### src/rtl/core/assert_macros.svh
// Assertion macros shared by the string run extractor RTL.
`ifndef ASSERT_MACROS_SVH
`define ASSERT_MACROS_SVH
`ifndef SYNTHESIS
// Same-cycle implication, disabled while reset is active.
`define PSRE_ASSERT_IMP(lbl, clk, rst_n, ante, cons) \
    lbl: assert property (@(posedge clk) disable iff (!rst_n) (ante) |-> (cons)) \
        else $error("assertion failed: same-cycle implication");
// Next-cycle implication, disabled while reset is active.
`define PSRE_ASSERT_NXT(lbl, clk, rst_n, ante, cons) \
    lbl: assert property (@(posedge clk) disable iff (!rst_n) (ante) |=> (cons)) \
        else $error("assertion failed: next-cycle implication");
`else
`define PSRE_ASSERT_IMP(lbl, clk, rst_n, ante, cons)
`define PSRE_ASSERT_NXT(lbl, clk, rst_n, ante, cons)
`endif
`endif

### src/rtl/core/psre_pkg.sv
// Types, constants and helpers of the printable string run extractor.
`default_nettype none
package psre_pkg;

    localparam int OFFSET_BITS   = 32;
    localparam int OUT_BITS      = 32;
    localparam int OFS_EXT       = (OFFSET_BITS > OUT_BITS) ? OFFSET_BITS : OUT_BITS;
    localparam int MIN_LEN_BITS  = 16;
    localparam int DATA_BITS     = 8;
    localparam int PADDR_BITS    = 3;
    localparam int PDATA_BITS    = 32;
    localparam int N_SLOTS       = 4;
    localparam int QUEUE_DEPTH   = 4;
    localparam int QPTR_BITS     = $clog2(QUEUE_DEPTH);
    localparam int QCNT_BITS     = $clog2(QUEUE_DEPTH + 1);

    localparam logic [MIN_LEN_BITS-1:0] MIN_LEN_RESET = 16'd8;

    // Register index decode: byte address bit 2 selects the 32-bit word.
    localparam logic CFG_IDX_MIN_LENGTH = 1'b0;

    // Result kind codes.
    localparam logic KIND_NARROW = 1'b0;
    localparam logic KIND_WIDE   = 1'b1;

    // Character class bounds.
    localparam logic [DATA_BITS-1:0] CHR_LO        = 8'h20;
    localparam logic [DATA_BITS-1:0] CHR_NARROW_HI = 8'h7F;
    localparam logic [DATA_BITS-1:0] CHR_WIDE_END  = 8'h7E;

    // Result slots, in report order.
    localparam int SLOT_NARROW_BREAK = 0;
    localparam int SLOT_NARROW_END   = 1;
    localparam int SLOT_WIDE_BREAK   = 2;
    localparam int SLOT_WIDE_END     = 3;

    typedef logic [OFFSET_BITS-1:0]  t_ofs;
    typedef logic [MIN_LEN_BITS-1:0] t_min_len;

    typedef struct packed {
        logic [OUT_BITS-1:0] start;
        logic [OUT_BITS-1:0] length;
    } t_slot;

    // All results caused by one input byte.
    typedef struct packed {
        logic [N_SLOTS-1:0]    mask;
        t_slot [N_SLOTS-1:0]   slot;
    } t_bundle;

    // Front to queue write side.
    typedef struct packed {
        logic    push;
        t_bundle bundle;
    } t_qwr;

    // Queue read side to back.
    typedef struct packed {
        logic    valid;
        t_bundle bundle;
    } t_qrd;

    // Low output bits of an offset or length.
    function automatic logic [OUT_BITS-1:0] to_out(input t_ofs v);
        logic [OFS_EXT-1:0] ext;
        ext = OFS_EXT'(v);
        return ext[OUT_BITS-1:0];
    endfunction

    // Run length meets the minimum.
    function automatic logic len_ok(input t_ofs len, input t_min_len min_len);
        return OFS_EXT'(len) >= OFS_EXT'(min_len);
    endfunction

endpackage
`default_nettype wire

### src/rtl/core/psre_if.sv
// Byte input and run result channel interfaces.
`default_nettype none
interface psre_byte_if;
    import psre_pkg::*;
    logic                 valid;
    logic                 ready;
    logic [DATA_BITS-1:0] data_byte;
    logic                 end_of_buffer;

    modport source (output valid, output data_byte, output end_of_buffer, input ready);
    modport sink   (input valid, input data_byte, input end_of_buffer, output ready);
endinterface

interface psre_run_if;
    import psre_pkg::*;
    logic                valid;
    logic                ready;
    logic                run_kind;
    logic [OUT_BITS-1:0] run_start;
    logic [OUT_BITS-1:0] run_length;
    logic                last_of_run;

    modport source (output valid, output run_kind, output run_start, output run_length,
                    output last_of_run, input ready);
    modport sink   (input valid, input run_kind, input run_start, input run_length,
                    input last_of_run, output ready);
endinterface
`default_nettype wire

### src/rtl/core/printable_string_run_extractor.sv
// Printable string run extractor: configuration register and front/queue/back assembly.
//
// Usage:
//   i_byte carries one buffer byte per transaction (data_byte, end_of_buffer on the final
//   byte). o_run carries one run per transaction: run_kind (0 narrow, 1 wide UTF-16LE),
//   run_start, run_length, and last_of_run on the final run caused by a given byte.
//   Runs of one byte come out in order: narrow break, narrow end of buffer, wide break,
//   wide end of buffer. Only runs at least min_length characters long are reported.
//   min_length sits at APB byte address 0 (reset 8); write it only while the block is idle.
// Timing:
//   The front end takes one byte per cycle while the queue is not full. A result passes
//   through the queue, the back end's bundle register and the output register to o_run;
//   results leave one per cycle unless o_run stalls, and a four-bundle queue absorbs bursts.
// Reset and stall:
//   Synchronous active-low reset clears the run trackers, queue and output register and
//   loads min_length with 8. When o_run is stalled the output register holds its result;
//   the queue keeps filling and i_byte.ready drops only when the queue is full.
`default_nettype none
module printable_string_run_extractor (
    input  wire logic                             i_clk,
    input  wire logic                             i_rst_n,
    input  wire logic                             psel,
    input  wire logic                             penable,
    input  wire logic                             pwrite,
    input  wire logic [psre_pkg::PADDR_BITS-1:0]  paddr,
    input  wire logic [psre_pkg::PDATA_BITS-1:0]  pwdata,
    output logic      [psre_pkg::PDATA_BITS-1:0]  prdata,
    output logic                                  pready,
    psre_byte_if.sink                             i_byte,
    psre_run_if.source                            o_run
);
    import psre_pkg::*;

    t_min_len r_min_length;
    logic     cfg_wr, q_ready, q_pop;
    t_qwr     qwr;
    t_qrd     qrd;

    // Configuration register write.
    assign pready = 1'b1;
    assign cfg_wr = psel && penable && pwrite && pready && (paddr[2] == CFG_IDX_MIN_LENGTH);

    always_ff @(posedge i_clk) begin
        if (!i_rst_n) begin
            r_min_length <= MIN_LEN_RESET;
        end else if (cfg_wr) begin
            r_min_length <= pwdata[MIN_LEN_BITS-1:0];
        end
    end

    // Read back.
    assign prdata = (paddr[2] == CFG_IDX_MIN_LENGTH) ? PDATA_BITS'(r_min_length) : '0;

    psre_front u_front (
        .i_clk        (i_clk),
        .i_rst_n      (i_rst_n),
        .i_min_length (r_min_length),
        .i_byte       (i_byte),
        .i_q_ready    (q_ready),
        .o_qwr        (qwr)
    );

    psre_queue u_queue (
        .i_clk   (i_clk),
        .i_rst_n (i_rst_n),
        .i_qwr   (qwr),
        .o_ready (q_ready),
        .o_qrd   (qrd),
        .i_pop   (q_pop)
    );

    psre_back u_back (
        .i_clk   (i_clk),
        .i_rst_n (i_rst_n),
        .i_qrd   (qrd),
        .o_pop   (q_pop),
        .o_run   (o_run)
    );

endmodule
`default_nettype wire

### src/rtl/core/psre_front.sv
// Front end: tracks narrow and wide runs and builds one result bundle per byte.
`default_nettype none
`include "assert_macros.svh"
module psre_front (
    input  wire logic              i_clk,
    input  wire logic              i_rst_n,
    input  wire psre_pkg::t_min_len i_min_length,
    psre_byte_if.sink              i_byte,
    input  wire logic              i_q_ready,
    output psre_pkg::t_qwr         o_qwr
);
    import psre_pkg::*;

    t_ofs                 r_byte_index, n_byte_index;
    t_ofs                 r_narrow_start, n_narrow_start;
    t_ofs                 r_wide_start, n_wide_start;
    logic [DATA_BITS-1:0] r_held_low_byte, n_held_low_byte;

    logic                 accept;
    logic [DATA_BITS-1:0] b;
    t_ofs                 idx, idx_p1, word_idx, words;
    t_ofs                 ns1, ws1;
    t_ofs                 len_nb, len_ne, len_wb, len_we;
    logic                 odd, narrow_print, wide_print, wide_break;
    t_bundle              bundle;

    assign i_byte.ready = i_q_ready;
    assign accept       = i_byte.valid && i_q_ready;
    assign b            = i_byte.data_byte;

    // Classify the byte and compute run lengths.
    always_comb begin
        idx          = r_byte_index;
        idx_p1       = idx + t_ofs'(1);
        odd          = idx[0];
        narrow_print = (b >= CHR_LO) && (b <= CHR_NARROW_HI);
        word_idx     = {1'b0, idx[OFFSET_BITS-1:1]};
        words        = word_idx + t_ofs'(odd);
        wide_print   = (b == '0) && (r_held_low_byte >= CHR_LO) &&
                       (r_held_low_byte < CHR_WIDE_END);
        wide_break   = odd && !wide_print;

        len_nb = idx - r_narrow_start;
        ns1    = narrow_print ? r_narrow_start : idx_p1;
        len_ne = idx_p1 - ns1;
        len_wb = word_idx - r_wide_start;
        ws1    = wide_break ? (word_idx + t_ofs'(1)) : r_wide_start;
        len_we = words - ws1;

        bundle.mask[SLOT_NARROW_BREAK] = !narrow_print && len_ok(len_nb, i_min_length);
        bundle.mask[SLOT_NARROW_END]   = i_byte.end_of_buffer && len_ok(len_ne, i_min_length);
        bundle.mask[SLOT_WIDE_BREAK]   = wide_break && len_ok(len_wb, i_min_length);
        bundle.mask[SLOT_WIDE_END]     = i_byte.end_of_buffer &&
                                         len_ok(len_we, i_min_length) && (words > ws1);

        bundle.slot[SLOT_NARROW_BREAK].start  = to_out(r_narrow_start);
        bundle.slot[SLOT_NARROW_BREAK].length = to_out(len_nb);
        bundle.slot[SLOT_NARROW_END].start    = to_out(ns1);
        bundle.slot[SLOT_NARROW_END].length   = to_out(len_ne);
        bundle.slot[SLOT_WIDE_BREAK].start    = to_out(r_wide_start);
        bundle.slot[SLOT_WIDE_BREAK].length   = to_out(len_wb);
        bundle.slot[SLOT_WIDE_END].start      = to_out(ws1);
        bundle.slot[SLOT_WIDE_END].length     = to_out(len_we);
    end

    // Push only bytes that cause at least one result.
    assign o_qwr.push   = accept && (bundle.mask != '0);
    assign o_qwr.bundle = bundle;

    // Advance tracker state; clear it at the end of a buffer.
    always_comb begin
        n_byte_index    = r_byte_index;
        n_narrow_start  = r_narrow_start;
        n_wide_start    = r_wide_start;
        n_held_low_byte = r_held_low_byte;
        if (accept) begin
            if (i_byte.end_of_buffer) begin
                n_byte_index    = '0;
                n_narrow_start  = '0;
                n_wide_start    = '0;
                n_held_low_byte = '0;
            end else begin
                n_byte_index    = idx_p1;
                n_narrow_start  = ns1;
                n_wide_start    = ws1;
                n_held_low_byte = odd ? r_held_low_byte : b;
            end
        end
    end

    always_ff @(posedge i_clk) begin
        if (!i_rst_n) begin
            r_byte_index    <= '0;
            r_narrow_start  <= '0;
            r_wide_start    <= '0;
            r_held_low_byte <= '0;
        end else begin
            r_byte_index    <= n_byte_index;
            r_narrow_start  <= n_narrow_start;
            r_wide_start    <= n_wide_start;
            r_held_low_byte <= n_held_low_byte;
        end
    end

    `PSRE_ASSERT_NXT(a_eob_clears_index, i_clk, i_rst_n, accept && i_byte.end_of_buffer, r_byte_index == '0)

endmodule
`default_nettype wire

### src/rtl/core/psre_queue.sv
// Short bundle queue between the front end and the back end.
`default_nettype none
`include "assert_macros.svh"
module psre_queue (
    input  wire logic           i_clk,
    input  wire logic           i_rst_n,
    input  wire psre_pkg::t_qwr i_qwr,
    output logic                o_ready,
    output psre_pkg::t_qrd      o_qrd,
    input  wire logic           i_pop
);
    import psre_pkg::*;

    t_bundle                r_mem [QUEUE_DEPTH];
    logic [QPTR_BITS-1:0]   r_wr_ptr, n_wr_ptr;
    logic [QPTR_BITS-1:0]   r_rd_ptr, n_rd_ptr;
    logic [QCNT_BITS-1:0]   r_count, n_count;
    logic                   do_push, do_pop;

    assign o_ready      = r_count != QCNT_BITS'(QUEUE_DEPTH);
    assign o_qrd.valid  = r_count != '0;
    assign o_qrd.bundle = r_mem[r_rd_ptr];
    assign do_push      = i_qwr.push && o_ready;
    assign do_pop       = i_pop && o_qrd.valid;

    // Advance pointers and occupancy.
    always_comb begin
        n_wr_ptr = r_wr_ptr;
        n_rd_ptr = r_rd_ptr;
        n_count  = r_count;
        if (do_push) begin
            n_wr_ptr = (r_wr_ptr == QPTR_BITS'(QUEUE_DEPTH - 1)) ? '0 : r_wr_ptr + 1'b1;
        end
        if (do_pop) begin
            n_rd_ptr = (r_rd_ptr == QPTR_BITS'(QUEUE_DEPTH - 1)) ? '0 : r_rd_ptr + 1'b1;
        end
        if (do_push && !do_pop) begin
            n_count = r_count + 1'b1;
        end else if (do_pop && !do_push) begin
            n_count = r_count - 1'b1;
        end
    end

    always_ff @(posedge i_clk) begin
        if (!i_rst_n) begin
            r_wr_ptr <= '0;
            r_rd_ptr <= '0;
            r_count  <= '0;
        end else begin
            r_wr_ptr <= n_wr_ptr;
            r_rd_ptr <= n_rd_ptr;
            r_count  <= n_count;
        end
    end

    // Store pushed bundles.
    always_ff @(posedge i_clk) begin
        if (do_push) begin
            r_mem[r_wr_ptr] <= i_qwr.bundle;
        end
    end

    `PSRE_ASSERT_IMP(a_no_push_when_full, i_clk, i_rst_n, !o_ready, !i_qwr.push)
    `PSRE_ASSERT_IMP(a_no_pop_when_empty, i_clk, i_rst_n, i_pop, o_qrd.valid)
    `PSRE_ASSERT_IMP(a_count_bound, i_clk, i_rst_n, 1'b1, r_count <= QCNT_BITS'(QUEUE_DEPTH))

endmodule
`default_nettype wire

### src/rtl/core/psre_back.sv
// Back end: drains bundles one result per cycle into the output register while o_run is not stalled.
`default_nettype none
`include "assert_macros.svh"
module psre_back (
    input  wire logic           i_clk,
    input  wire logic           i_rst_n,
    input  wire psre_pkg::t_qrd i_qrd,
    output logic                o_pop,
    psre_run_if.source          o_run
);
    import psre_pkg::*;

    logic [N_SLOTS-1:0]  r_mask, n_mask;
    t_slot [N_SLOTS-1:0] r_slot;
    logic                r_out_valid, n_out_valid;
    logic                r_kind, r_last;
    logic [OUT_BITS-1:0] r_start, r_length;

    logic                adv, load, sel_last;
    logic [1:0]          sel;
    logic [N_SLOTS-1:0]  sel_hot, mask_after;

    assign adv  = !r_out_valid || o_run.ready;
    assign load = adv && (r_mask != '0);

    // Pick the earliest pending result.
    always_comb begin
        if (r_mask[SLOT_NARROW_BREAK]) begin
            sel = 2'(SLOT_NARROW_BREAK);
        end else if (r_mask[SLOT_NARROW_END]) begin
            sel = 2'(SLOT_NARROW_END);
        end else if (r_mask[SLOT_WIDE_BREAK]) begin
            sel = 2'(SLOT_WIDE_BREAK);
        end else begin
            sel = 2'(SLOT_WIDE_END);
        end
        sel_hot    = N_SLOTS'(1) << sel;
        mask_after = load ? (r_mask & ~sel_hot) : r_mask;
        sel_last   = (r_mask & ~sel_hot) == '0;
    end

    // Fetch the next bundle once the current one is used up.
    assign o_pop = (mask_after == '0) && i_qrd.valid;

    always_comb begin
        n_mask      = o_pop ? i_qrd.bundle.mask : mask_after;
        n_out_valid = load ? 1'b1 : (adv ? 1'b0 : r_out_valid);
    end

    always_ff @(posedge i_clk) begin
        if (!i_rst_n) begin
            r_mask      <= '0;
            r_out_valid <= 1'b0;
        end else begin
            r_mask      <= n_mask;
            r_out_valid <= n_out_valid;
        end
    end

    // Hold payload of the current bundle and the output register.
    always_ff @(posedge i_clk) begin
        if (o_pop) begin
            r_slot <= i_qrd.bundle.slot;
        end
        if (load) begin
            r_kind   <= (sel >= 2'(SLOT_WIDE_BREAK)) ? KIND_WIDE : KIND_NARROW;
            r_start  <= r_slot[sel].start;
            r_length <= r_slot[sel].length;
            r_last   <= sel_last;
        end
    end

    assign o_run.valid       = r_out_valid;
    assign o_run.run_kind    = r_kind;
    assign o_run.run_start   = r_start;
    assign o_run.run_length  = r_length;
    assign o_run.last_of_run = r_last;

    `PSRE_ASSERT_NXT(a_more_after_not_last, i_clk, i_rst_n, load && !sel_last, r_mask != '0)
    `PSRE_ASSERT_IMP(a_pop_only_when_drained, i_clk, i_rst_n, o_pop, mask_after == '0)

endmodule
`default_nettype wire
### src/flat_wrapper.sv
// flat-port wrapper written by rule: the top's interface ports become plain ports
module printable_string_run_extractor_flat import psre_pkg::*;
  (i_clk, i_rst_n, psel, penable, pwrite, paddr, pwdata, prdata, pready, i_byte_valid, i_byte_data_byte, i_byte_end_of_buffer, i_byte_ready, o_run_valid, o_run_run_kind, o_run_run_start, o_run_run_length, o_run_last_of_run, o_run_ready);
  psre_byte_if i_byte_i ();
  psre_run_if o_run_i ();
  input  wire logic i_clk;
  input  wire logic i_rst_n;
  input  wire logic psel;
  input  wire logic penable;
  input  wire logic pwrite;
  input  wire logic [psre_pkg::PADDR_BITS-1:0] paddr;
  input  wire logic [psre_pkg::PDATA_BITS-1:0] pwdata;
  output logic      [psre_pkg::PDATA_BITS-1:0] prdata;
  output logic pready;
  input wire logic [$bits(i_byte_i.valid)-1:0] i_byte_valid;
  input wire logic [$bits(i_byte_i.data_byte)-1:0] i_byte_data_byte;
  input wire logic [$bits(i_byte_i.end_of_buffer)-1:0] i_byte_end_of_buffer;
  output wire logic [$bits(i_byte_i.ready)-1:0] i_byte_ready;
  output wire logic [$bits(o_run_i.valid)-1:0] o_run_valid;
  output wire logic [$bits(o_run_i.run_kind)-1:0] o_run_run_kind;
  output wire logic [$bits(o_run_i.run_start)-1:0] o_run_run_start;
  output wire logic [$bits(o_run_i.run_length)-1:0] o_run_run_length;
  output wire logic [$bits(o_run_i.last_of_run)-1:0] o_run_last_of_run;
  input wire logic [$bits(o_run_i.ready)-1:0] o_run_ready;
  assign i_byte_i.valid = i_byte_valid;
  assign i_byte_i.data_byte = i_byte_data_byte;
  assign i_byte_i.end_of_buffer = i_byte_end_of_buffer;
  assign i_byte_ready = i_byte_i.ready;
  assign o_run_valid = o_run_i.valid;
  assign o_run_run_kind = o_run_i.run_kind;
  assign o_run_run_start = o_run_i.run_start;
  assign o_run_run_length = o_run_i.run_length;
  assign o_run_last_of_run = o_run_i.last_of_run;
  assign o_run_i.ready = o_run_ready;
  printable_string_run_extractor u_core (.i_clk(i_clk), .i_rst_n(i_rst_n), .psel(psel), .penable(penable), .pwrite(pwrite), .paddr(paddr), .pwdata(pwdata), .prdata(prdata), .pready(pready), .i_byte(i_byte_i), .o_run(o_run_i));
endmodule
### config.mk
export PLATFORM = sky130hd
export DESIGN_NAME = printable_string_run_extractor_flat
export DESIGN_NICKNAME = d
export VERILOG_FILES = /design/src/rtl/core/psre_pkg.sv /design/src/rtl/core/psre_if.sv /design/src/rtl/core/printable_string_run_extractor.sv /design/src/rtl/core/psre_front.sv /design/src/rtl/core/psre_queue.sv /design/src/rtl/core/psre_back.sv /design/src/flat_wrapper.sv
export VERILOG_INCLUDE_DIRS = /design/src /design/src/rtl/core
export SDC_FILE = /design/constraint.sdc
export NUM_CORES = 2
export LEC_CHECK = 0
export ABC_AREA = 0
export BUFFER_PORTS_ARGS = -buffer_cell sky130_fd_sc_hd__buf_2
export CORE_MARGIN = 5
export CORE_UTILIZATION = 30
export CTS_CLUSTER_DIAMETER = 50
export DETAILED_ROUTE_END_ITERATION = 8
export GPL_ROUTABILITY_DRIVEN = 0
export PLACE_DENSITY = 0.5
export SLEW_MARGIN = 20
export SYNTH_ARGS = -nofsm -noshare
export SYNTH_HDL_FRONTEND = slang
export SYNTH_SLANG_ARGS = --single-unit
### constraint.sdc
create_clock -name i_clk -period 18.4 [get_ports i_clk]
set_clock_uncertainty 0.15 [all_clocks]
set_input_delay 1.84 -clock i_clk [delete_from_list [all_inputs] [get_ports i_clk]]
set_output_delay 1.84 -clock i_clk [all_outputs]
set_load 0.02 [all_outputs]
==> summary.md <==
| Metric | Value |
|---|---|
| Slew margin rel. | `23.0%` |
| Die width | `478 um` |
| Placed inst area | `approximately 70000 um2` |
| Resized Gates After CTS | `0` |
| Clk pin slew, worst setup/hold paths | `60 ps` |
| Clock latency on the worst-skew pair | `790 ps` |
| Origin of the critical flop-to-flop path | `u_core.u_front.idx[1]$_SDFFE_PN0P_` |
| Post-synth EDFFs | `1362` |
| DIE HEIGHT | `478 um` |
| RSZ-0062 raised after global routing | `no` |
| Worst slew pin tran | `1140 ps` |
| CTS tree | `done` |
| WL/cell | `23.8 um` |
| Routed Antenna Nets | `0` |
| Synth cell count leaders | `edfxtp_1, mux4_2, nand2_1, a21oi_1, nor2_1` |
| # hold bufs at CTS | `0` |
| Hold Crit Endpoint | `u_core.r_min_length[4]$_SDFFE_PN0P_` |
| Peak Freq | `0.0843 GHz` |
| DRC Markers | `0` |
| Synth top area share | `62.2%` |
| Netlist cell types | `85` |
| Status | `finished clean` |
| Drt pass-1 iters | `6` |
| GRT overflow | `0` |
| Pleak | `roughly 0.025 uW` |
| Via count | `38100` |
| Peak supply drop | `roughly 120 uV` |
| Overall routing resource usage | `15.3%` |
| Final setup margin | `6540 ps` |
| Fin. max-slew vios | `0` |
| Full die area | `around 230000 um2` |
| Layout cells sized above 1 | `15.5%` |
| Asr flop ratio synth | `0%` |
| Hold Startpoint | `u_core.r_min_length[4]$_SDFFE_PN0P_` |
| Number of global-route vias before repair | `37700` |
| Yosys reg bits | `1495` |
| R2R setup slack | `6540 ps` |
| Clock sink total | `1495` |
| Via/cell ratio | `between 5 and 6` |
| Ys flop type | `edfxtp_1` |
| Core area | `219000 um2` |
| Final Non-Filler Cells | `7529` |
| Design area | `around 75000 um2` |
| Row count | `between 150 and 200` |
| CP Max Fanout | `52` |
| Worst Setup End Kind | `flip-flop` |
| Clock root buffer | `clkbuf_16` |
| Max cap viols | `0` |
| Initial antenna violation count | `6` |
| Layout area overhead | `14.0%` |
| Reg2reg path depth | `27` |
| Synth area leaders | `edfxtp_1, mux4_2, dfxtp_1` |
| Cells after DPL | `just over 7000` |
| Most frequent cell after synthesis | `edfxtp_1` |
| Hold_ws | `312 ps` |
| Crit path launch type | `flip-flop` |
| Minimum clock period | `11860 ps` |
| Yosys warns | `0` |
| WHS Path Cells | `2` |
| Pwr/cell area | `144 nW/um2` |
| Final period util | `between 60% and 70%` |
| Cells after Synth | `roughly 4400` |
| Avg Cell Area, Syn | `approximately 15 um2` |
| Seq/Total Area, Yosys | `66.2%` |
| Post-synthesis cell area | `65800 um2` |
| Initial Utilization | `between 30% and 40%` |
| Max clock buf depth | `3` |
| H-tree levels | `4` |
| Crit path kind | `flip-flop to flip-flop` |
| PortBufs | `116` |
| Pre-CTS setup slack | `around 6100 ps` |
| 1st-iter DRT viols | `between 3000 and 4000` |
| Post-synth top area cell | `edfxtp_1` |
| Count of final setup violators | `0` |
| Setup TNS | `0 ps` |
| RR Endpoint | `u_core.u_queue.r_mem[1][13]$_DFFE_PP_` |
| I/O Pins | `152` |
| Hpwl dp | `118 mm` |
| Final hold vios | `0` |
| Drt total wl | `179 mm` |
| Total CTS buffers | `163` |
| WP data arrival | `12130 ps` |
| First-pass GRT wire length | `261 mm` |
| Post-CTS Setup Bufs | `0` |
| Largest net degree at the start of global routing | `116` |
| HP Class | `flip-flop to flip-flop` |
| Critical Path RT | `18660 ps` |
| Fill cells | `21200` |
| Fin nets | `4766` |
[through the flow]
stage | total power, uW | utilization [%]
4_1_cts | 11000 | 34.2
5_1_grt | 11300 | 34.3
3_3_place_gp | 7680 | 31.8
3_5_place_dp | 7710 | 31.8
2_1_floorplan | 6760 | -
6_report | 10800 | 34.3
[placed cells by master, fill, tap and decap left out, types with 23 or more instances in the layout]
cell type  count
o21ai_0      178
a21o_1        61
and3_1        25
clkbuf_1      36
dfxtp_1      128
mux4_2       260
nand3_1       59
clkbuf_16    166
nor2b_1      115
edfxtp_1    1362
ha_1         190
a211oi_1      23
xor2_1        63
buf_2        115
a31oi_1       25
clkinv_1      30
a21oi_1      242
nand2_1      258
nor3_1        49
a22oi_1       87
xnor2_1      116
nand4_1       30
inv_1        183
a21boi_0      30
buf_4         60
nand2b_1      37
mux2i_1       72
nor2_1       236
o21a_1        27
[registers in the layout (all words and copies together) (netlist names), 4 cells and up, named ones only]
name                            count
u_core.u_front.r_wide_start        32
u_core.u_back.o_run.run_length     32
u_core.u_front.idx                 32
u_core.u_back.o_run.run_start      32
u_core.u_queue.r_mem             1040
u_core.u_back.r_mask                4
u_core.u_front.r_narrow_start      32
u_core.r_min_length                16
u_core.u_front.r_held_low_byte      7
u_core.u_back.r_slot              256
[worst max path at each step]
stage / start / endpoint / slack (ps) / depth (start not counted)
5_1_grt: u_core.u_front.idx[1]$_SDFFE_PN0P_ / u_core.u_queue.r_mem[1][132]$_DFFE_PP_ / 6000 / 27
6_report: u_core.u_front.idx[1]$_SDFFE_PN0P_ / u_core.u_queue.r_mem[1][13]$_DFFE_PP_ / 6540 / 27
3_3_place_gp: i_byte_data_byte[1] / u_core.u_queue.r_mem[1][15]$_DFFE_PP_ / 6200 / 27
4_1_cts: u_core.u_front.idx[1]$_SDFFE_PN0P_ / u_core.u_queue.r_mem[1][133]$_DFFE_PP_ / 6640 / 27
2_1_floorplan: i_byte_data_byte[1] / u_core.u_queue.r_mem[0][0]$_DFFE_PP_ / 4670 / 27
3_5_place_dp: i_byte_data_byte[1] / u_core.u_queue.r_mem[1][15]$_DFFE_PP_ / 6070 / 27
[cell families (layout without fill, tap and decap cells)]
group	Yosys count	in the layout	synth area share, %
AO/OA/AOI/OAI	836	836	8.12
AND/OR/NAND/NOR	933	933	6.91
multiplexers	335	335	10.0
adder cells (fa/ha/maj)	196	196	3.76
buffers and inverters	415	663	2.50
XOR/XNOR	181	181	2.45
flip-flops	1495	1495	66.2
other	2	19	0.0114
[power breakdown]
group | total [uW] | internal [uW] | switching, uW
combinational | 2610 | 884 | 1730
clock | 3230 | 1860 | 1370
sequential | 4950 | 4720 | 227
[worst max-delay path: stages (launching register included)]
cell and delay, ps:
dfxtp_1 300, buf_4 230, ha_1 440, nand3_1 520
nor2_1 820, nand3_1 410, nor2_1 240, nand3_1 120
xnor2_1 410, nor2_1 80, a21oi_1 720, inv_1 120
ha_1 390, a21oi_1 210, a21oi_1 90, a311oi_1 740
nand2_1 330, and4b_1 310, o41ai_1 460, o21bai_1 120
a21oi_1 180, xnor2_1 220, nor4_1 150, a41oi_1 780
o41a_1 510, and2_4 720, buf_4 730, buf_4 810
[cell type report]
type | instances | area (um2) | share of cell area (%)
Tap cell | 2871 | 3590 | 4.79
Antenna cell | 2 | 5.00 | 0.00667
Sequential cell | 1495 | 43600 | 58.1
Clock buffer | 208 | 4370 | 5.83
Multi-Input combinational cell | 2498 | 20700 | 27.6
Timing Repair Buffer | 179 | 1110 | 1.47
Clock inverter | 92 | 956 | 1.27
Inverter | 184 | 698 | 0.930
[routing by layer]
metal / GRT usage [%] / routed length [um] / vias up
li1: - / - / 17200
met1: 21.1 / 80600 / 19600
met2: 24.5 / 84300 / 1087
met3: 3.06 / 10100 / 242
met4: 4.12 / 4460 / 0
met5: 0 / 0 / -
Note: power is estimated with default switching activity, not from simulation.
